--- config.mk ---
export PLATFORM = sky130hd
export DESIGN_NAME = qxmm_div_stage
export DESIGN_NICKNAME = d
export VERILOG_FILES = /design/src/hdl/qxmm_pkg.sv /design/src/hdl/qxmm_div_stage.sv
export SDC_FILE = /design/constraint.sdc
export NUM_CORES = 1
export LEC_CHECK = 0
export ABC_AREA = 1
export BUFFER_PORTS_ARGS = -buffer_cell sky130_fd_sc_hd__buf_2
export CAP_MARGIN = 20
export CORE_ASPECT_RATIO = 0.8
export CORE_MARGIN = 3
export CORE_UTILIZATION = 45
export CTS_CLUSTER_SIZE = 20
export DETAILED_ROUTE_END_ITERATION = 10
export PLACE_DENSITY = 0.69
export REMOVE_ABC_BUFFERS = 1
export SYNTH_ARGS = -nofsm -noshare
export SYNTH_HDL_FRONTEND = slang
export SYNTH_SLANG_ARGS = --single-unit
export TNS_END_PERCENT = 10
--- constraint.sdc ---
create_clock -name clock -period 17.2 [get_ports clock]
set_input_delay 3.44 -clock clock [delete_from_list [all_inputs] [get_ports clock]]
set_output_delay 3.44 -clock clock [all_outputs]
set_load 0.01 [all_outputs]
--- src/hdl/qxmm_pkg.sv ---
// qxmm_pkg: widths, types, register codes and the mixing table for the
// quad x-frame motor mixer. Used by every other file; depends on nothing.
`timescale 1ns / 1ps

package qxmm_pkg;

   // fixed-point scale of the motor levels, 1.0 = 1 << FRAC_BITS
   localparam int FRAC_BITS  = 14;
   localparam int LEVEL_W    = FRAC_BITS + 1;
   localparam int ONE_LEVEL  = 1 << FRAC_BITS;
   localparam int HALF_LEVEL = 1 << (FRAC_BITS - 1);

   localparam int CMD_W      = 16;
   localparam int CFG_W      = 15;
   localparam int PULSE_W    = 16;
   localparam int CSR_DATA_W = 16;
   localparam int CSR_IDX_W  = 3;
   localparam int LANES      = 4;

   localparam int AXIS_W     = CMD_W + 2;
   localparam int RANGE_W    = AXIS_W + 1;
   localparam int AVAIL_W    = CFG_W + 1;
   localparam int PROD_W     = AXIS_W + AVAIL_W;
   localparam int NUM_W      = 32;
   localparam int DEN_W      = AXIS_W;
   localparam int DIV_STEP   = 4;
   localparam int DIV_STAGES = NUM_W / DIV_STEP;
   localparam int SCALED_W   = NUM_W + 1;
   localparam int BOUND_W    = SCALED_W + 1;
   localparam int LVL_W      = BOUND_W + 1;
   localparam int DIFF_W     = PULSE_W + 1;
   localparam int PWR_W      = LEVEL_W + 1 + DIFF_W;

   typedef logic signed [CMD_W-1:0]    cmd_type;
   typedef logic signed [AXIS_W-1:0]   axis_type;
   typedef logic signed [RANGE_W-1:0]  range_type;
   typedef logic signed [AVAIL_W-1:0]  avail_type;
   typedef logic signed [PROD_W-1:0]   prod_type;
   typedef logic        [NUM_W-1:0]    num_type;
   typedef logic        [DEN_W-1:0]    den_type;
   typedef logic signed [SCALED_W-1:0] scaled_type;
   typedef logic signed [BOUND_W-1:0]  bound_type;
   typedef logic signed [LVL_W-1:0]    lvl_type;
   typedef logic        [LEVEL_W-1:0]  level_type;
   typedef logic signed [DIFF_W-1:0]   diff_type;
   typedef logic signed [PWR_W-1:0]    pwr_type;
   typedef logic        [PULSE_W-1:0]  pulse_type;
   typedef logic        [CFG_W-1:0]    frac_type;

   typedef enum logic [CSR_IDX_W-1:0] {
      CSR_IDLE_LEVEL     = 3'd0,
      CSR_MAX_LEVEL      = 3'd1,
      CSR_DESAT_THROTTLE = 3'd2,
      CSR_PULSE_MIN      = 3'd3,
      CSR_PULSE_MAX      = 3'd4
   } csr_index_type;

   typedef struct packed {
      frac_type  idle_level;
      frac_type  max_level;
      frac_type  desat_throttle;
      pulse_type pulse_min;
      pulse_type pulse_max;
   } cfg_type;

   localparam cfg_type CFG_RESET = '{
      idle_level:     15'd0,
      max_level:      15'd16384,
      desat_throttle: 15'd819,
      pulse_min:      16'd1000,
      pulse_max:      16'd2000
   };

   // one item moving through the divider, all four motors side by side
   typedef struct packed {
      logic [LANES-1:0][NUM_W-1:0] work;
      logic [LANES-1:0][DEN_W-1:0] rem;
      den_type                     den;
      logic [LANES-1:0]            neg;
      logic                        flip;
      cmd_type                     thr;
      logic                        armed;
   } div_type;

   // negated axes per motor, bit 0 roll, bit 1 pitch, bit 2 yaw
   // motor order: front right, rear right, rear left, front left
   localparam logic [LANES-1:0][2:0] MIX_NEG = {3'b100, 3'b010, 3'b111, 3'b001};

   function automatic axis_type mix_axis(input cmd_type roll, input cmd_type pitch,
                                         input cmd_type yaw, input logic [2:0] neg);
      axis_type r;
      axis_type p;
      axis_type y;
      r = axis_type'(roll);
      p = axis_type'(pitch);
      y = axis_type'(yaw);
      if (neg[0]) r = -r;
      if (neg[1]) p = -p;
      if (neg[2]) y = -y;
      return r + p + y;
   endfunction

endpackage

--- src/hdl/qxmm_div_stage.sv ---
// one stage of the pipelined restoring divider, four quotient bits per
// stage for all four motors. Depends on qxmm_pkg.
`timescale 1ns / 1ps

module qxmm_div_stage (
   input  logic              clock,
   input  logic              reset,
   input  logic              in_valid,
   output logic              in_ready,
   input  qxmm_pkg::div_type in_item,
   output logic              out_valid,
   input  logic              out_ready,
   output qxmm_pkg::div_type out_item
);

   logic                     valid_ff;
   qxmm_pkg::div_type        item_in, item_ff;
   logic [qxmm_pkg::DEN_W:0] trial;
   qxmm_pkg::num_type        work_w;
   qxmm_pkg::den_type        rem_w;

   assign in_ready  = !valid_ff || out_ready;
   assign out_valid = valid_ff;
   assign out_item  = item_ff;

   // dividend bits leave the top of work, quotient bits enter at the bottom
   always_comb begin
      item_in = in_item;
      trial   = '0;
      work_w  = '0;
      rem_w   = '0;
      for (int l = 0; l < qxmm_pkg::LANES; l++) begin
         rem_w  = in_item.rem[l];
         work_w = in_item.work[l];
         for (int s = 0; s < qxmm_pkg::DIV_STEP; s++) begin
            trial  = {rem_w, work_w[qxmm_pkg::NUM_W-1]};
            work_w = work_w << 1;
            if (trial >= {1'b0, in_item.den}) begin
               trial     = trial - {1'b0, in_item.den};
               work_w[0] = 1'b1;
            end
            rem_w = trial[qxmm_pkg::DEN_W-1:0];
         end
         item_in.rem[l]  = rem_w;
         item_in.work[l] = work_w;
      end
   end

   always_ff @(posedge clock) begin
      if (reset) begin
         valid_ff <= 1'b0;
      end else if (in_ready) begin
         valid_ff <= in_valid;
      end
   end

   always_ff @(posedge clock) begin
      if (in_ready && in_valid) begin
         item_ff <= item_in;
      end
   end

endmodule

# == Word-level counts from Yosys, hierarchy flattened ==
# Index checks and enable logic that the tools add are counted.
# W data, S select, Z words.
# totals
out_inout_bits,242
reg_bits,241
input_bits,244
elab_cells,81
# classes
n_reduce_logical,3
n_addsub,16
magnitude_cmp,16
mux,32
# ops
op,n
$ge A19 B18 Y1,16
$mux W18,16
$sub A18 B18 Y18,16
$mux W1,16
$logic_and A1 B1 Y1,1
$logic_not A1 Y1,1
$logic_or A1 B1 Y1,1

# == Longest topological paths before layout ==
# logic_depth
word_depth,8
mapped_depth,64
depth_no_buf,59

# == Worst setup path before layout ==
# OpenSTA, ideal clock, no wires.
# synth_timing
path_type,input -> register
start,in in_valid
end,"reg item_ff, in the netlist out_item[0] (enable)"
n_path_buf,0
stages,2
arrival_ns,14.994
required_ns,16.280
setup_time_ns,0.920
path_slack_ns,1.286
path_cell_list,inv_1 > a21oi_1
# synth_via
elab_chain_cells,1
# synth_lines
element,line_no,text
start: declaration,qxmm_div_stage.sv:8,"input logic in_valid,"
$logic_and A1 B1 Y1,qxmm_div_stage.sv:58,if (in_ready && in_valid) begin
end signal: assignment,qxmm_div_stage.sv:59,item_ff <= item_in;
end: declaration,qxmm_div_stage.sv:17,"qxmm_pkg::div_type item_in, item_ff;"
# No other way between the ends.
# A chain may end at the register's enable or synchronous reset.

==> impl_summary.log <==
[metrics] run status: complete, no violations
[metrics] cells after synthesis: 3409
[metrics] Critical Path Max Stage Delay: between 0.6 and 0.7 ns
[metrics] flop and latch count out of synthesis: 241
[metrics] compound-cell area share of the yosys netlist: a little over an eighth
[metrics] number of buffers between clock root and the deepest sink: 3
[metrics] flip-flop cell with the highest count after synthesis: sky130_fd_sc_hd__edfxtp_1
[metrics] grt ovf: 0
[metrics] wire length of the first global-routing pass: roughly 130000 um
[metrics] post-detailed-route wirelength per cell: 18.7 um
[metrics] number of setup buffers added after CTS: 0
[metrics] Maximum Capacitance Violations: 0
[metrics] RSZ-0062 raised after global routing: false
[metrics] fill cell total of the finished layout: 5360
[metrics] post-placement cell count: roughly 4600
[metrics] library cell used as clock root buffer: sky130_fd_sc_hd__clkbuf_16
[metrics] placed inst area: 28300 um^2
[metrics] remaining routing DRC violations: 0
[metrics] EDFF count, synth: 240
[metrics] number of clock buffers inserted by TritonCTS: 28
[metrics] Required @ worst endpoint: 17.51 ns
[metrics] Synth async-reset ratio: 0%
[metrics] main combinational cell family by area after synthesis: simple AND/OR/NAND/NOR gates
[metrics] final design instance area without fill: 29200 um^2
[metrics] Arr. time, crit path: 13.57 ns
[metrics] post-cts sizing count: 0
[metrics] Synth Area in Adders: 15.7%
[metrics] Pint: 2.78 mW
[metrics] vias in the first global route: 22900
[metrics] total of hold buffers inserted after clock tree synthesis: 0
[metrics] Critical-path top delay cell: sky130_fd_sc_hd__o21ai_0
[metrics] Synth Warn #: 0
[metrics] die outline area: 58600 um^2
[metrics] cell area after synthesis: 25100 um^2
[metrics] actual transition at the worst max-transition pin: approximately 0.98 ns
[metrics] height of the die: 217 um
[metrics] crit path capture type: flip-flop
[metrics] startpoint of the most critical register-to-register path: out_valid
[metrics] Nets: about 4400
[metrics] number of standard cells in the final layout excluding fillers: between 4000 and 5000
[metrics] boundary pin count: 486
[metrics] effective utilization at floorplan: 46.0%
[metrics] maximum achievable frequency: 75.4 MHz
[metrics] count of clock tree sinks: 241
[metrics] port bufs: 485
[metrics] final hold vios: 0
[metrics] Setup CP Type: in -> reg
[metrics] crit path launch type: input pin
[metrics] final weighted congestion in routability-driven placement: between 0.9 and 1
[metrics] largest voltage drop on the vdd net: roughly 120 uV
[metrics] row count: 76
[metrics] number of instances on the worst hold path: 2
[metrics] maximum number of pins on one net before global-route repair: 65
[metrics] net switching share of the total power: 52.3%
[metrics] worst min path class: reg -> reg
[metrics] Cell Pwr Density: 200 nW/um^2
[metrics] relative contribution of combinational cells to total power: about 73%
[metrics] max-slew violations: 0
[metrics] worst clock skew: 0.0138 ns
[metrics] crit share post-route: roughly 77%
[metrics] routed vias: 24900
[metrics] CTS tree: built
[metrics] Core Footprint: 54500 um^2
[metrics] chip width: 270 um
[metrics] length in cells of the worst reg-to-reg path: 3
[metrics] detailed-route vias per instance: 5.33
[metrics] worst max-slew margin expressed relative to the limit: 34.3%
[metrics] number of antenna violations at the first check in global routing: 6
[metrics] net switching component of the power: 3.05 mW
[metrics] Cell variety after synth: 55
[metrics] detailed placement HPWL: 68700 um
[metrics] clock-pin slew reported for the worst setup and hold paths after clock tree synthesis: approximately 0.06 ns
[metrics] total negative setup slack: 0 ns
[metrics] number of iterations in the first detailed-routing pass: 7
[metrics] portion of netlist area occupied by mux cells: 0%
[metrics] Util after Layout: a little over half
[metrics] smallest hold slack: about 0.55 ns
[metrics] sequential share of power: 16.9%
[metrics] critical register-to-register path endpoint: out_item[178]
[metrics] Worst path most repeated cell: sky130_fd_sc_hd__nand2_1
[metrics] antenna-violating nets left: 0
[metrics] Avg Inst Size Synth: 7.35 um^2
[metrics] CTS HTree Levels: 1
[metrics] worst hold path startpoint: out_valid
[metrics] Post-Synth Simple-Gate Area: approximately 28%
[metrics] Post-Route WL: 87300 um
[metrics] maximum fanout along the worst path: 33
[metrics] share of post-route cells with drive strength above 1: 16.4%
[metrics] growth of design area from synthesis to finish: 16.5%
[metrics] final period demand of the worst path: 13.26 ns
[metrics] Skew-Pair Late Insertion Delay: 0.59 ns
[metrics] worst reg-to-reg setup slack: 14.66 ns
[metrics] number of endpoints failing setup at the final stage: 0
[metrics] post-synthesis sequential area ratio: roughly 29%
[metrics] GRT Overall Usage: 28.6%
[metrics] clock network power share: roughly a tenth
[metrics] initial DRC count: 2217
[metrics] most common cell after layout, fill and taps aside: sky130_fd_sc_hd__nand2_1
[metrics] worst hold endpoint: out_valid
[metrics] most frequent cells in the layout: 1050 x sky130_fd_sc_hd__nand2_1, 485 x sky130_fd_sc_hd__buf_2, 374 x sky130_fd_sc_hd__inv_1
[metrics] xor and xnor area share after synthesis: approximately 7.5%
[metrics] total leakage power: 14.9 nW
layout make-up:
cell class                 instances  area (um^2)  area share, %
timing repair buffer             512         2630           9.01
inverter                         385         1450           4.95
clock buffer                      35          727           2.49
sequential                       241         7230           24.7
multi-input combinational       2733        16100           55.0
tap                              741          927           3.17
clock inverter                    17          164          0.561
antenna                            4         10.0         0.0343
routing by layer:
metal / share of wire [%] / global-route usage [%] / up-vias
li1: - / - / 12500
met1: 44 / 39.8 / 11200
met2: 44 / 45.4 / 1004
met3: 9.0 / 5.76 / 152
met4: 3.0 / 7.91 / 2
met5: 0.013 / 0 / -
cell usage after synthesis, types with 5 or more instances:
library cell | instances | area [um^2]
sky130_fd_sc_hd__nand3_4 | 6 | 105
sky130_fd_sc_hd__buf_2 | 25 | 125
sky130_fd_sc_hd__clkbuf_1 | 5 | 18.8
sky130_fd_sc_hd__inv_1 | 374 | 1400
sky130_fd_sc_hd__nand2_2 | 11 | 68.8
sky130_fd_sc_hd__edfxtp_1 | 240 | 7210
sky130_fd_sc_hd__a31oi_1 | 20 | 125
sky130_fd_sc_hd__or2_2 | 11 | 68.8
sky130_fd_sc_hd__nand3_2 | 12 | 120
sky130_fd_sc_hd__o21bai_1 | 17 | 128
sky130_fd_sc_hd__buf_6 | 10 | 113
sky130_fd_sc_hd__nand4_1 | 38 | 238
sky130_fd_sc_hd__nor2_1 | 179 | 672
sky130_fd_sc_hd__a21o_1 | 20 | 150
sky130_fd_sc_hd__nand3b_1 | 18 | 135
sky130_fd_sc_hd__o21ai_1 | 39 | 195
sky130_fd_sc_hd__nand3_1 | 223 | 1120
sky130_fd_sc_hd__and2_1 | 8 | 50.1
sky130_fd_sc_hd__ha_1 | 288 | 3600
sky130_fd_sc_hd__o21ai_2 | 11 | 96.3
sky130_fd_sc_hd__buf_4 | 10 | 75.1
sky130_fd_sc_hd__o211ai_1 | 5 | 37.5
sky130_fd_sc_hd__a21oi_1 | 263 | 1320
sky130_fd_sc_hd__inv_2 | 11 | 41.3
sky130_fd_sc_hd__fa_1 | 16 | 320
sky130_fd_sc_hd__a21boi_0 | 9 | 67.6
sky130_fd_sc_hd__nor2_2 | 11 | 68.8
sky130_fd_sc_hd__nor4_1 | 7 | 43.8
sky130_fd_sc_hd__nand2_4 | 6 | 67.6
sky130_fd_sc_hd__nand2_1 | 1050 | 3940
sky130_fd_sc_hd__o21a_1 | 13 | 97.6
sky130_fd_sc_hd__nor3_1 | 27 | 135
sky130_fd_sc_hd__xor2_1 | 118 | 1030
sky130_fd_sc_hd__o21ai_0 | 170 | 851
sky130_fd_sc_hd__a221oi_1 | 11 | 96.3
sky130_fd_sc_hd__xnor2_1 | 98 | 858
logic make-up (layout without fill, tap and decap cells):
logic type               count (synthesis)  after routing
AO/OA/AOI/OAI                          595            595
XOR/XNOR                               216            216
adder cells (fa/ha/maj)                304            304
buffers and inverters                  435            949
flip-flops                             241            241
other                                    0              4
AND/OR/NAND/NOR                       1618           1618
power groups by stage:
stage | Combinational [mW] | Clock (mW) | Sequential [mW]
after CTS | 4.20 | 0.598 | 0.986
after global placement | 4.16 | 0 | 0.994
after global routing | 4.79 | 0.622 | 0.994
after detailed placement | 4.18 | 0 | 0.997
final | 4.26 | 0.587 | 0.985
after floorplan | 3.06 | 0 | 1.07
critical path, delay by kind of cell:
family / cells / cell delay (ns)
buffers and inverters: 6 / 1.52
and+or+nand+nor: 29 / 4.03
AOI/OAI and AO/OA: 11 / 3.08
adders and majority gates: 4 / 1.45
worst max path at each step:
stage,startpoint,end,slack [ns],cells past startpoint
2_1_floorplan,in_valid,out_item[0],1.29,2
3_3_place_gp,in_item[23],out_item[100],3.56,49
3_5_place_dp,in_item[23],out_item[101],3.58,49
4_1_cts,in_item[23],out_item[101],4.17,49
5_1_grt,in_item[23],out_item[97],3.01,49
6_report,in_item[30],out_item[99],3.94,50
sequential cells by signal, indices dropped and copies added, names as in the netlist:
name / flops
out_valid: 1
out_item: 240
per-stage QoR:
step	setup slack, ns	total power [mW]
global route	3.01	6.40
CTS	4.17	5.78
floorplan	1.29	4.13
global placement	3.56	5.15
finish	3.94	5.83
detailed placement	3.58	5.17
Power figures use the tool's default switching activity.
