$ cat src/hdl/qxmm_pkg.sv
// qxmm_pkg: widths, types, register codes and the mixing table for the
// quad x-frame motor mixer. Used by every other file; depends on nothing.
`timescale 1ns / 1ps

package qxmm_pkg;

   // fixed-point scale of the motor levels, 1.0 = 1 << FRAC_BITS
   localparam int FRAC_BITS  = 14;
   localparam int LEVEL_W    = FRAC_BITS + 1;
   localparam int ONE_LEVEL  = 1 << FRAC_BITS;
   localparam int HALF_LEVEL = 1 << (FRAC_BITS - 1);

   localparam int CMD_W      = 16;
   localparam int CFG_W      = 15;
   localparam int PULSE_W    = 16;
   localparam int CSR_DATA_W = 16;
   localparam int CSR_IDX_W  = 3;
   localparam int LANES      = 4;

   localparam int AXIS_W     = CMD_W + 2;
   localparam int RANGE_W    = AXIS_W + 1;
   localparam int AVAIL_W    = CFG_W + 1;
   localparam int PROD_W     = AXIS_W + AVAIL_W;
   localparam int NUM_W      = 32;
   localparam int DEN_W      = AXIS_W;
   localparam int DIV_STEP   = 4;
   localparam int DIV_STAGES = NUM_W / DIV_STEP;
   localparam int SCALED_W   = NUM_W + 1;
   localparam int BOUND_W    = SCALED_W + 1;
   localparam int LVL_W      = BOUND_W + 1;
   localparam int DIFF_W     = PULSE_W + 1;
   localparam int PWR_W      = LEVEL_W + 1 + DIFF_W;

   typedef logic signed [CMD_W-1:0]    cmd_type;
   typedef logic signed [AXIS_W-1:0]   axis_type;
   typedef logic signed [RANGE_W-1:0]  range_type;
   typedef logic signed [AVAIL_W-1:0]  avail_type;
   typedef logic signed [PROD_W-1:0]   prod_type;
   typedef logic        [NUM_W-1:0]    num_type;
   typedef logic        [DEN_W-1:0]    den_type;
   typedef logic signed [SCALED_W-1:0] scaled_type;
   typedef logic signed [BOUND_W-1:0]  bound_type;
   typedef logic signed [LVL_W-1:0]    lvl_type;
   typedef logic        [LEVEL_W-1:0]  level_type;
   typedef logic signed [DIFF_W-1:0]   diff_type;
   typedef logic signed [PWR_W-1:0]    pwr_type;
   typedef logic        [PULSE_W-1:0]  pulse_type;
   typedef logic        [CFG_W-1:0]    frac_type;

   typedef enum logic [CSR_IDX_W-1:0] {
      CSR_IDLE_LEVEL     = 3'd0,
      CSR_MAX_LEVEL      = 3'd1,
      CSR_DESAT_THROTTLE = 3'd2,
      CSR_PULSE_MIN      = 3'd3,
      CSR_PULSE_MAX      = 3'd4
   } csr_index_type;

   typedef struct packed {
      frac_type  idle_level;
      frac_type  max_level;
      frac_type  desat_throttle;
      pulse_type pulse_min;
      pulse_type pulse_max;
   } cfg_type;

   localparam cfg_type CFG_RESET = '{
      idle_level:     15'd0,
      max_level:      15'd16384,
      desat_throttle: 15'd819,
      pulse_min:      16'd1000,
      pulse_max:      16'd2000
   };

   // one item moving through the divider, all four motors side by side
   typedef struct packed {
      logic [LANES-1:0][NUM_W-1:0] work;
      logic [LANES-1:0][DEN_W-1:0] rem;
      den_type                     den;
      logic [LANES-1:0]            neg;
      logic                        flip;
      cmd_type                     thr;
      logic                        armed;
   } div_type;

   // negated axes per motor, bit 0 roll, bit 1 pitch, bit 2 yaw
   // motor order: front right, rear right, rear left, front left
   localparam logic [LANES-1:0][2:0] MIX_NEG = {3'b100, 3'b010, 3'b111, 3'b001};

   function automatic axis_type mix_axis(input cmd_type roll, input cmd_type pitch,
                                         input cmd_type yaw, input logic [2:0] neg);
      axis_type r;
      axis_type p;
      axis_type y;
      r = axis_type'(roll);
      p = axis_type'(pitch);
      y = axis_type'(yaw);
      if (neg[0]) r = -r;
      if (neg[1]) p = -p;
      if (neg[2]) y = -y;
      return r + p + y;
   endfunction

endpackage

$ cat src/hdl/qxmm_if.sv
// request and response channel interfaces of the motor mixer
// depends on qxmm_pkg for the payload types
`timescale 1ns / 1ps

interface qxmm_req_if;
   logic                valid;
   logic                ready;
   qxmm_pkg::cmd_type   roll_cmd;
   qxmm_pkg::cmd_type   pitch_cmd;
   qxmm_pkg::cmd_type   yaw_cmd;
   qxmm_pkg::cmd_type   throttle_cmd;
   logic                armed;

   modport source (output valid, roll_cmd, pitch_cmd, yaw_cmd, throttle_cmd, armed,
                   input ready);
   modport sink   (input valid, roll_cmd, pitch_cmd, yaw_cmd, throttle_cmd, armed,
                   output ready);
endinterface


$ cat src/hdl/qxmm_front.sv
// front end: axis mixing, min/max and spread, desaturation product and
// divider operand setup in four register stages. Depends on qxmm_pkg, qxmm_if.
`timescale 1ns / 1ps

module qxmm_front (
   input  logic              clock,
   input  logic              reset,
   qxmm_req_if.sink          req,
   input  qxmm_pkg::cfg_type cfg,
   output logic              out_valid,
   input  logic              out_ready,
   output qxmm_pkg::div_type out_item
);

   logic s1_ready, s2_ready, s3_ready, s4_ready;
   logic s1_valid_ff, s2_valid_ff, s3_valid_ff, s4_valid_ff;

   qxmm_pkg::axis_type  s1_axis_in [qxmm_pkg::LANES];
   qxmm_pkg::axis_type  s1_axis_ff [qxmm_pkg::LANES];
   qxmm_pkg::cmd_type   s1_thr_ff;
   logic                s1_armed_ff;

   qxmm_pkg::axis_type  lo_a, lo_b, lo_m, hi_a, hi_b, hi_m;
   qxmm_pkg::range_type range;
   qxmm_pkg::avail_type avail;
   logic                scale;
   qxmm_pkg::axis_type  s2_axis_ff [qxmm_pkg::LANES];
   qxmm_pkg::cmd_type   s2_thr_ff;
   logic                s2_armed_ff;
   qxmm_pkg::avail_type s2_avail_in, s2_avail_ff;
   qxmm_pkg::den_type   s2_den_in, s2_den_ff;
   logic                s2_flip_in, s2_flip_ff;

   qxmm_pkg::prod_type  s3_p_in [qxmm_pkg::LANES];
   qxmm_pkg::prod_type  s3_p_ff [qxmm_pkg::LANES];
   qxmm_pkg::den_type   s3_den_ff;
   qxmm_pkg::cmd_type   s3_thr_ff;
   logic                s3_armed_ff;
   logic                s3_flip_ff;

   qxmm_pkg::prod_type  mag [qxmm_pkg::LANES];
   qxmm_pkg::div_type   s4_item_in, s4_item_ff;

   assign s4_ready  = !s4_valid_ff || out_ready;
   assign s3_ready  = !s3_valid_ff || s4_ready;
   assign s2_ready  = !s2_valid_ff || s3_ready;
   assign s1_ready  = !s1_valid_ff || s2_ready;
   assign req.ready = s1_ready;
   assign out_valid = s4_valid_ff;
   assign out_item  = s4_item_ff;

   always_ff @(posedge clock) begin
      if (reset) begin
         s1_valid_ff <= 1'b0;
         s2_valid_ff <= 1'b0;
         s3_valid_ff <= 1'b0;
         s4_valid_ff <= 1'b0;
      end else begin
         if (s1_ready) s1_valid_ff <= req.valid;
         if (s2_ready) s2_valid_ff <= s1_valid_ff;
         if (s3_ready) s3_valid_ff <= s2_valid_ff;
         if (s4_ready) s4_valid_ff <= s3_valid_ff;
      end
   end

   // stage 1: x-frame sign matrix
   always_comb begin
      for (int l = 0; l < qxmm_pkg::LANES; l++) begin
         s1_axis_in[l] = qxmm_pkg::mix_axis(req.roll_cmd, req.pitch_cmd, req.yaw_cmd,
                                            qxmm_pkg::MIX_NEG[l]);
      end
   end

   always_ff @(posedge clock) begin
      if (s1_ready && req.valid) begin
         for (int l = 0; l < qxmm_pkg::LANES; l++) s1_axis_ff[l] <= s1_axis_in[l];
         s1_thr_ff   <= req.throttle_cmd;
         s1_armed_ff <= req.armed;
      end
   end

   // stage 2: spread of the mixed axes against the available headroom
   always_comb begin
      if (s1_axis_ff[1] < s1_axis_ff[0]) begin
         lo_a = s1_axis_ff[1];
         hi_a = s1_axis_ff[0];
      end else begin
         lo_a = s1_axis_ff[0];
         hi_a = s1_axis_ff[1];
      end
      if (s1_axis_ff[3] < s1_axis_ff[2]) begin
         lo_b = s1_axis_ff[3];
         hi_b = s1_axis_ff[2];
      end else begin
         lo_b = s1_axis_ff[2];
         hi_b = s1_axis_ff[3];
      end
      lo_m  = (lo_b < lo_a) ? lo_b : lo_a;
      hi_m  = (hi_b > hi_a) ? hi_b : hi_a;
      range = qxmm_pkg::range_type'(hi_m) - qxmm_pkg::range_type'(lo_m);
      avail = qxmm_pkg::avail_type'(cfg.max_level) - qxmm_pkg::avail_type'(cfg.idle_level);
      scale = (range > qxmm_pkg::range_type'(avail)) && (range > 0);
      // without desaturation the divider runs as a divide by one
      s2_den_in   = scale ? range[qxmm_pkg::DEN_W-1:0] : qxmm_pkg::den_type'(1);
      s2_avail_in = scale ? avail : qxmm_pkg::avail_type'(1);
      s2_flip_in  = scale && avail[qxmm_pkg::AVAIL_W-1];
   end

   always_ff @(posedge clock) begin
      if (s2_ready && s1_valid_ff) begin
         for (int l = 0; l < qxmm_pkg::LANES; l++) s2_axis_ff[l] <= s1_axis_ff[l];
         s2_thr_ff   <= s1_thr_ff;
         s2_armed_ff <= s1_armed_ff;
         s2_avail_ff <= s2_avail_in;
         s2_den_ff   <= s2_den_in;
         s2_flip_ff  <= s2_flip_in;
      end
   end

   // stage 3: axis times headroom
   always_comb begin
      for (int l = 0; l < qxmm_pkg::LANES; l++) begin
         s3_p_in[l] = qxmm_pkg::prod_type'(s2_axis_ff[l]) *
                      qxmm_pkg::prod_type'(s2_avail_ff);
      end
   end

   always_ff @(posedge clock) begin
      if (s3_ready && s2_valid_ff) begin
         for (int l = 0; l < qxmm_pkg::LANES; l++) s3_p_ff[l] <= s3_p_in[l];
         s3_den_ff   <= s2_den_ff;
         s3_thr_ff   <= s2_thr_ff;
         s3_armed_ff <= s2_armed_ff;
         s3_flip_ff  <= s2_flip_ff;
      end
   end

   // stage 4: magnitude plus half divisor, rounds ties away from zero
   always_comb begin
      s4_item_in.den   = s3_den_ff;
      s4_item_in.flip  = s3_flip_ff;
      s4_item_in.thr   = s3_thr_ff;
      s4_item_in.armed = s3_armed_ff;
      s4_item_in.rem   = '0;
      for (int l = 0; l < qxmm_pkg::LANES; l++) begin
         mag[l] = s3_p_ff[l][qxmm_pkg::PROD_W-1] ? -s3_p_ff[l] : s3_p_ff[l];
         s4_item_in.neg[l]  = s3_p_ff[l][qxmm_pkg::PROD_W-1];
         s4_item_in.work[l] = mag[l][qxmm_pkg::NUM_W-1:0] +
                              qxmm_pkg::num_type'(s3_den_ff >> 1);
      end
   end

   always_ff @(posedge clock) begin
      if (s4_ready && s3_valid_ff) begin
         s4_item_ff <= s4_item_in;
      end
   end

endmodule

$ cat src/flat_wrapper.sv
// flat-port wrapper written by rule: the top's interface ports become plain ports
module qxmm_front_flat 
  (clock, reset, cfg, out_valid, out_ready, out_item, req_valid, req_roll_cmd, req_pitch_cmd, req_yaw_cmd, req_throttle_cmd, req_armed, req_ready);
  qxmm_req_if req_i ();
  input  logic clock;
  input  logic reset;
  input  qxmm_pkg::cfg_type cfg;
  output logic out_valid;
  input  logic out_ready;
  output qxmm_pkg::div_type out_item;
  input wire logic [$bits(req_i.valid)-1:0] req_valid;
  input wire logic [$bits(req_i.roll_cmd)-1:0] req_roll_cmd;
  input wire logic [$bits(req_i.pitch_cmd)-1:0] req_pitch_cmd;
  input wire logic [$bits(req_i.yaw_cmd)-1:0] req_yaw_cmd;
  input wire logic [$bits(req_i.throttle_cmd)-1:0] req_throttle_cmd;
  input wire logic [$bits(req_i.armed)-1:0] req_armed;
  output wire logic [$bits(req_i.ready)-1:0] req_ready;
  assign req_i.valid = req_valid;
  assign req_i.roll_cmd = req_roll_cmd;
  assign req_i.pitch_cmd = req_pitch_cmd;
  assign req_i.yaw_cmd = req_yaw_cmd;
  assign req_i.throttle_cmd = req_throttle_cmd;
  assign req_i.armed = req_armed;
  assign req_ready = req_i.ready;
  qxmm_front u_core (.clock(clock), .reset(reset), .req(req_i), .cfg(cfg), .out_valid(out_valid), .out_ready(out_ready), .out_item(out_item));
endmodule
$ cat config.mk
export PLATFORM = sky130hd
export DESIGN_NAME = qxmm_front_flat
export DESIGN_NICKNAME = d
export VERILOG_FILES = /design/src/hdl/qxmm_pkg.sv /design/src/hdl/qxmm_if.sv /design/src/hdl/qxmm_front.sv /design/src/flat_wrapper.sv
export SDC_FILE = /design/constraint.sdc
export NUM_CORES = 2
export LEC_CHECK = 0
export BUFFER_PORTS_ARGS = -buffer_cell sky130_fd_sc_hd__buf_2
export CAP_MARGIN = 25
export CORE_MARGIN = 2
export CORE_UTILIZATION = 58
export DETAILED_ROUTE_END_ITERATION = 8
export HOLD_SLACK_MARGIN = 0.02
export MAX_ROUTING_LAYER = met4
export PLACE_DENSITY = 0.87
export SKIP_CTS_REPAIR_TIMING = 1
export SYNTH_ARGS = -nofsm -noshare
export SYNTH_HDL_FRONTEND = slang
export SYNTH_SLANG_ARGS = --single-unit
$ cat constraint.sdc
create_clock -name clock -period 13.9 [get_ports clock]
set_clock_uncertainty 0.1 [all_clocks]
set_input_delay 0.695 -clock clock [delete_from_list [all_inputs] [get_ports clock]]
set_output_delay 0.695 -clock clock [all_outputs]
set_load 0.03 [all_outputs]
Yosys cells after proc, flatten, opt, wreduce, memory -nomap -nowiden
Memories as Yosys holds them, arrays and structs flattened.
Index checks and enable logic that the tools add are counted.
Storage, ports and cells
  bits in registers: 277
  memory bits (writable): 280
  input bits: 146
  output and inout port bits: 242
  logic and storage cells: 88
  memories kept: 3
Memories
  u_core.s3_p_ff: depth 4, width 34, read ports 4, clocked after Yosys merged registers in 0, wr ports 4, line qxmm_front.sv:35  | qxmm_pkg::prod_type s3_p_ff [qxmm_pkg::LANES];
  u_core.s1_axis_ff: depth 4, width 18, read ports 4, clocked after Yosys merged registers in 0, wr ports 4, line qxmm_front.sv:19  | qxmm_pkg::axis_type s1_axis_ff [qxmm_pkg::LANES];
  u_core.s2_axis_ff: depth 4, width 18, read ports 4, clocked after Yosys merged registers in 0, wr ports 4, line qxmm_front.sv:27  | qxmm_pkg::axis_type s2_axis_ff [qxmm_pkg::LANES];
Operators by class
  add/sub/neg operators: 21
  multipliers: 4
  $lt $le $gt $ge: 6
  muxes and demuxes: 16
  reduce and logical (&&, ||, !) cells: 14
Operators with widths (count)
  $mul 18x16->34: 4
  $add 32x17->32: 4
  $mux 32: 4
  $neg 32->32: 4
  $mux 18: 6
  $add 18x16->18: 3
  $add 18x18->18: 3
  $lt 18x18->1: 3
  $neg 16->18: 3
  $gt 19x1->1 const B: 1
  $gt 19x16->1: 1
  $sub 18x18->19: 1
  $add 16x18->18: 1
  $gt 18x18->1: 1
  $add 16x16->17: 1
  $sub 15x15->16: 1
  $logic_and 1x1->1: 6
  $mux 1: 6
  $logic_not 1->1: 4
  $logic_or 1x1->1: 4

Logic depth before layout (Yosys ltp)
An unclocked memory read counts as a cell.
  depth in word-level cells: 9
  gate-level depth with buffers: 41
  gate-level depth less buffers: 38

Worst setup path before layout
No wires, ideal clock.
  kind: input to register
  start: input out_ready
  end: register u_core.s3_armed_ff, enable pin
  library setup time: 942 ps
  arrival: 12674 ps
  required time: 12858 ps
  path slack: 184 ps
  cell stages on the path: 2
  buffers on the path: 0
  cell sequence: nor2b_1 -> a21boi_0
On the way
  word-level cells in the longest chain between the ends: 3
RTL lines
  from (decl): line flat_wrapper.sv:9  | input logic out_ready;
  $logic_or 1x1->1: line qxmm_front.sv:44  | assign s4_ready = !s4_valid_ff || out_ready;
  $logic_or 1x1->1: line qxmm_front.sv:45  | assign s3_ready = !s3_valid_ff || s4_ready;
  $logic_and 1x1->1: line qxmm_front.sv:129  | if (s3_ready && s2_valid_ff) begin
  to (signal assigned): line qxmm_front.sv:133  | s3_armed_ff <= s2_armed_ff;
  to (decl): line qxmm_front.sv:38  | logic s3_armed_ff;
Every way passes these cells.
A chain may end at the register's enable or synchronous reset.

==> results.py <==
metrics = {
    "clock_network": {
        "cts-root-buf": "clkbuf_16",
        "cts.clk_slew.worst_paths_ns": 0.06,
        "clock_path_buffers": 3,
        "cts_tree": "done",
        "htreeDepth": 3,
        "clock_latency_ns": 0.69,
        "cts_sinks": 543,
        "cts_made_buffers": 66,
    },
    "timing": {
        "finalMaxSlewViolations": 0,
        "hold_viol": 0,
        "fmax_mhz": 97.56,
        "setup-tns-final_ns": 0,
        "slew_headroom": 0.2793,
        "worst_pin_slew_ns": 1.071,
        "finalCritPeriodShare": 0.7374,
        "finalSetupViolCount": 0,
        "fin_ws_ns": 3.650,
        "rsz0062_at_grt": "false",
        "fin_crit_ns": 10.25,
    },
    "synthesis": {
        "yosys-top-cells-area": "fa_1, edfxtp_1, ha_1",
        "synth_seq_cells": 543,
        "async_flop_share": 0,
        "ys_seq_area_frac": 0.2104,
        "synth_ff_type": "edfxtp_1",
        "netlist_area_sq_um": 77290,
        "synth.most_common_cell": "inv_1",
        "synth_common_cells": "inv_1, fa_1, nand2_1",
        "synthCells": 7822,
        "synth_largest_area_cell": "fa_1",
        "synth-edff-count": 539,
        "synth_cell_types": 87,
        "synth.avg_cell_area_sq_um": 9.881,
        "yosysWarnings": 0,
        "synth_top_area_frac": 0.3160,
    },
    "global_routing": {
        "grt_pass1_vias": 60000,
        "grt_pass1_wl_microns": 312900,
        "antenna_found_initial": 6,
        "grt_use_total": 0.3012,
        "grt_max_degree": 74,
        "grt.overflow.total": 0,
    },
    "placement": {
        "placed_cells": 9646,
        "port_buffers": 268,
        "place_hpwl_microns": 154900,
        "gp_congestion": 0.9510,
        "preCtsSetupSlack_ns": 3.728,
    },
    "run": {
        "cap_violations": 0,
    },
    "route": {
        "drtAntennaViolNets": 0,
        "via_per_inst": 5.774,
        "drt_iter0_drc": 4841,
        "post-route-drc-count": 1,
        "dr.pass1.iters": 9,
        "routed_wl_microns": 196100,
        "wl_per_cell_microns": 20.07,
        "vias": 56420,
    },
    "worst_setup_path": {
        "slowest_delay_ns": 0.83,
        "start_kind": "register",
        "crit_slowest_cell": "nor3b_1",
        "worstPathRequired_ns": 14.24,
        "crit_type": "register to register",
        "crit_top_cell": "a21o_1",
        "end_kind": "register",
        "arrival_ns": 10.59,
        "path_max_fanout": 32,
    },
    "final_layout": {
        "finalNonFillerCells": 9771,
        "syn_to_final_growth_pct": 6.637,
        "drive_above_1_share": 0.06202,
        "finalNetCount": 9948,
    },
    "floorplan": {
        "rows": 133,
        "die_h_microns": 369.1,
        "ios": 388,
        "die_x_microns": 369.1,
        "fp.dieArea_sq_um": 136200,
        "start_util": 0.5865,
        "coreArea_sq_um": 131800,
    },
    "outcome": {
        "status": "complete, but fails checks",
        "violations": "DRC",
    },
    "worst_hold_path": {
        "hp-class": "input pin to register",
    },
}
## logic make-up (layout without fill, tap and decap cells)
kind of cell | after synthesis | in the layout | share of synthesized area
adders and majority gates | 1841 | 1841 | 0.4165
xor gates and xnor gates | 505 | 505 | 0.05722
muxes | 109 | 109 | 0.01444
buffers and inverters | 1880 | 2000 | 0.09488
AOI/OAI and AO/OA | 917 | 917 | 0.07775
other | 1 | 75 | 0.00004852
DFF | 543 | 543 | 0.2104
and+or+nand+nor | 2026 | 2026 | 0.1287
## flip-flops by register name, indices dropped and copies added (netlist names)
name and flops:
u_core.out_item 167, u_core.s3_p_ff 129, u_core.s1_axis_ff 69, u_core.s2_axis_ff 69, u_core.s2_den_ff 18, u_core.s3_den_ff 18
u_core.s1_thr_ff 16, u_core.s2_avail_ff 16, u_core.s2_thr_ff 16, u_core.s3_thr_ff 16, u_core.out_valid 1, u_core.s1_armed_ff 1
u_core.s1_valid_ff 1, u_core.s2_armed_ff 1, u_core.s2_flip_ff 1, u_core.s2_valid_ff 1, u_core.s3_armed_ff 1, u_core.s3_flip_ff 1
u_core.s3_valid_ff 1
## cell type report
cell class                 instances  area [sq um]
clock buffer                      77          1693
timing repair buffer             317          1737
sequential                       543         16270
fill                           10170         49370
clock inverter                    43         636.9
tap                             1755          2196
antenna                            3         7.507
inverter                        1563          5867
multi-input combinational       5470         54020
## per-layer routing
| layer | GRT usage | vias to the layer above | routed length (microns) | share of wire |
|---|---|---|---|---|
| li1 | - | 25000 | - | - |
| met1 | 0.3555 | 27780 | 73090 | 0.37 |
| met2 | 0.4901 | 2889 | 93410 | 0.48 |
| met3 | 0.06853 | 753 | 19370 | 0.099 |
| met4 | 0.1424 | 0 | 10210 | 0.052 |
| met5 | - | - | 0 | 0 |
## through the flow
stage | utilization | hold slack, ns | cell area, sq um
floorplan | - | 0.3003 | 77560
global placement | 0.6073 | 0.3016 | 80040
detailed placement | 0.6073 | 0.3045 | 80040
CTS | 0.6250 | 0.02949 | 82370
global route | 0.6254 | 0.05987 | 82420
finish | 0.6254 | 0.07630 | 82420
## worst max-delay path: cells and delay by family (launching register included)
family,cells,cell delay [ns]
DFF,1,0.43
and+or+nand+nor,6,1.58
buffers and inverters,4,1.02
muxes,2,0.77
AOI/OAI and AO/OA,23,4.75
adders and majority gates,4,1.33
## final timing paths
| check | to | slack, ns | depth (start not counted) | startpoint |
|---|---|---|---|---|
| max reg2reg | u_core.s2_den_ff[0] | 3.65 | 39 | u_core.s1_axis_ff[3][11] |
| min reg2reg | u_core.s3_thr_ff[3] | 0.31 | 0 | u_core.s2_thr_ff[3] |
| min | u_core.s1_thr_ff[15] | 0.08 | 1 | req_throttle_cmd[15] |
| max | u_core.s2_den_ff[0] | 3.65 | 39 | u_core.s1_axis_ff[3][11] |
## cells in the final DEF (no fill, tap or decap), types with 47 or more instances in the layout
cell | synthesis | routed
ha_1 | 621 | 621
buf_2 | 1 | 268
conb_1 | 1 | 72
a21oi_1 | 244 | 241
fa_1 | 1220 | 1220
and2_1 | 431 | 431
inv_1 | 1562 | 1562
buf_4 | 73 | 47
nor2_1 | 241 | 241
xor2_1 | 125 | 125
xnor2_1 | 380 | 380
clkbuf_16 | 0 | 66
mux2i_1 | 89 | 89
o21ai_0 | 182 | 182
nand2b_1 | 108 | 108
nor3_1 | 82 | 82
o21a_1 | 62 | 62
o21bai_1 | 52 | 52
a21o_1 | 97 | 97
nand3_1 | 89 | 89
nand2_1 | 818 | 818
edfxtp_1 | 539 | 539
Power is not shown: default switching activity piles up to over one toggle a cycle in this logic, so the estimate is an artifact.
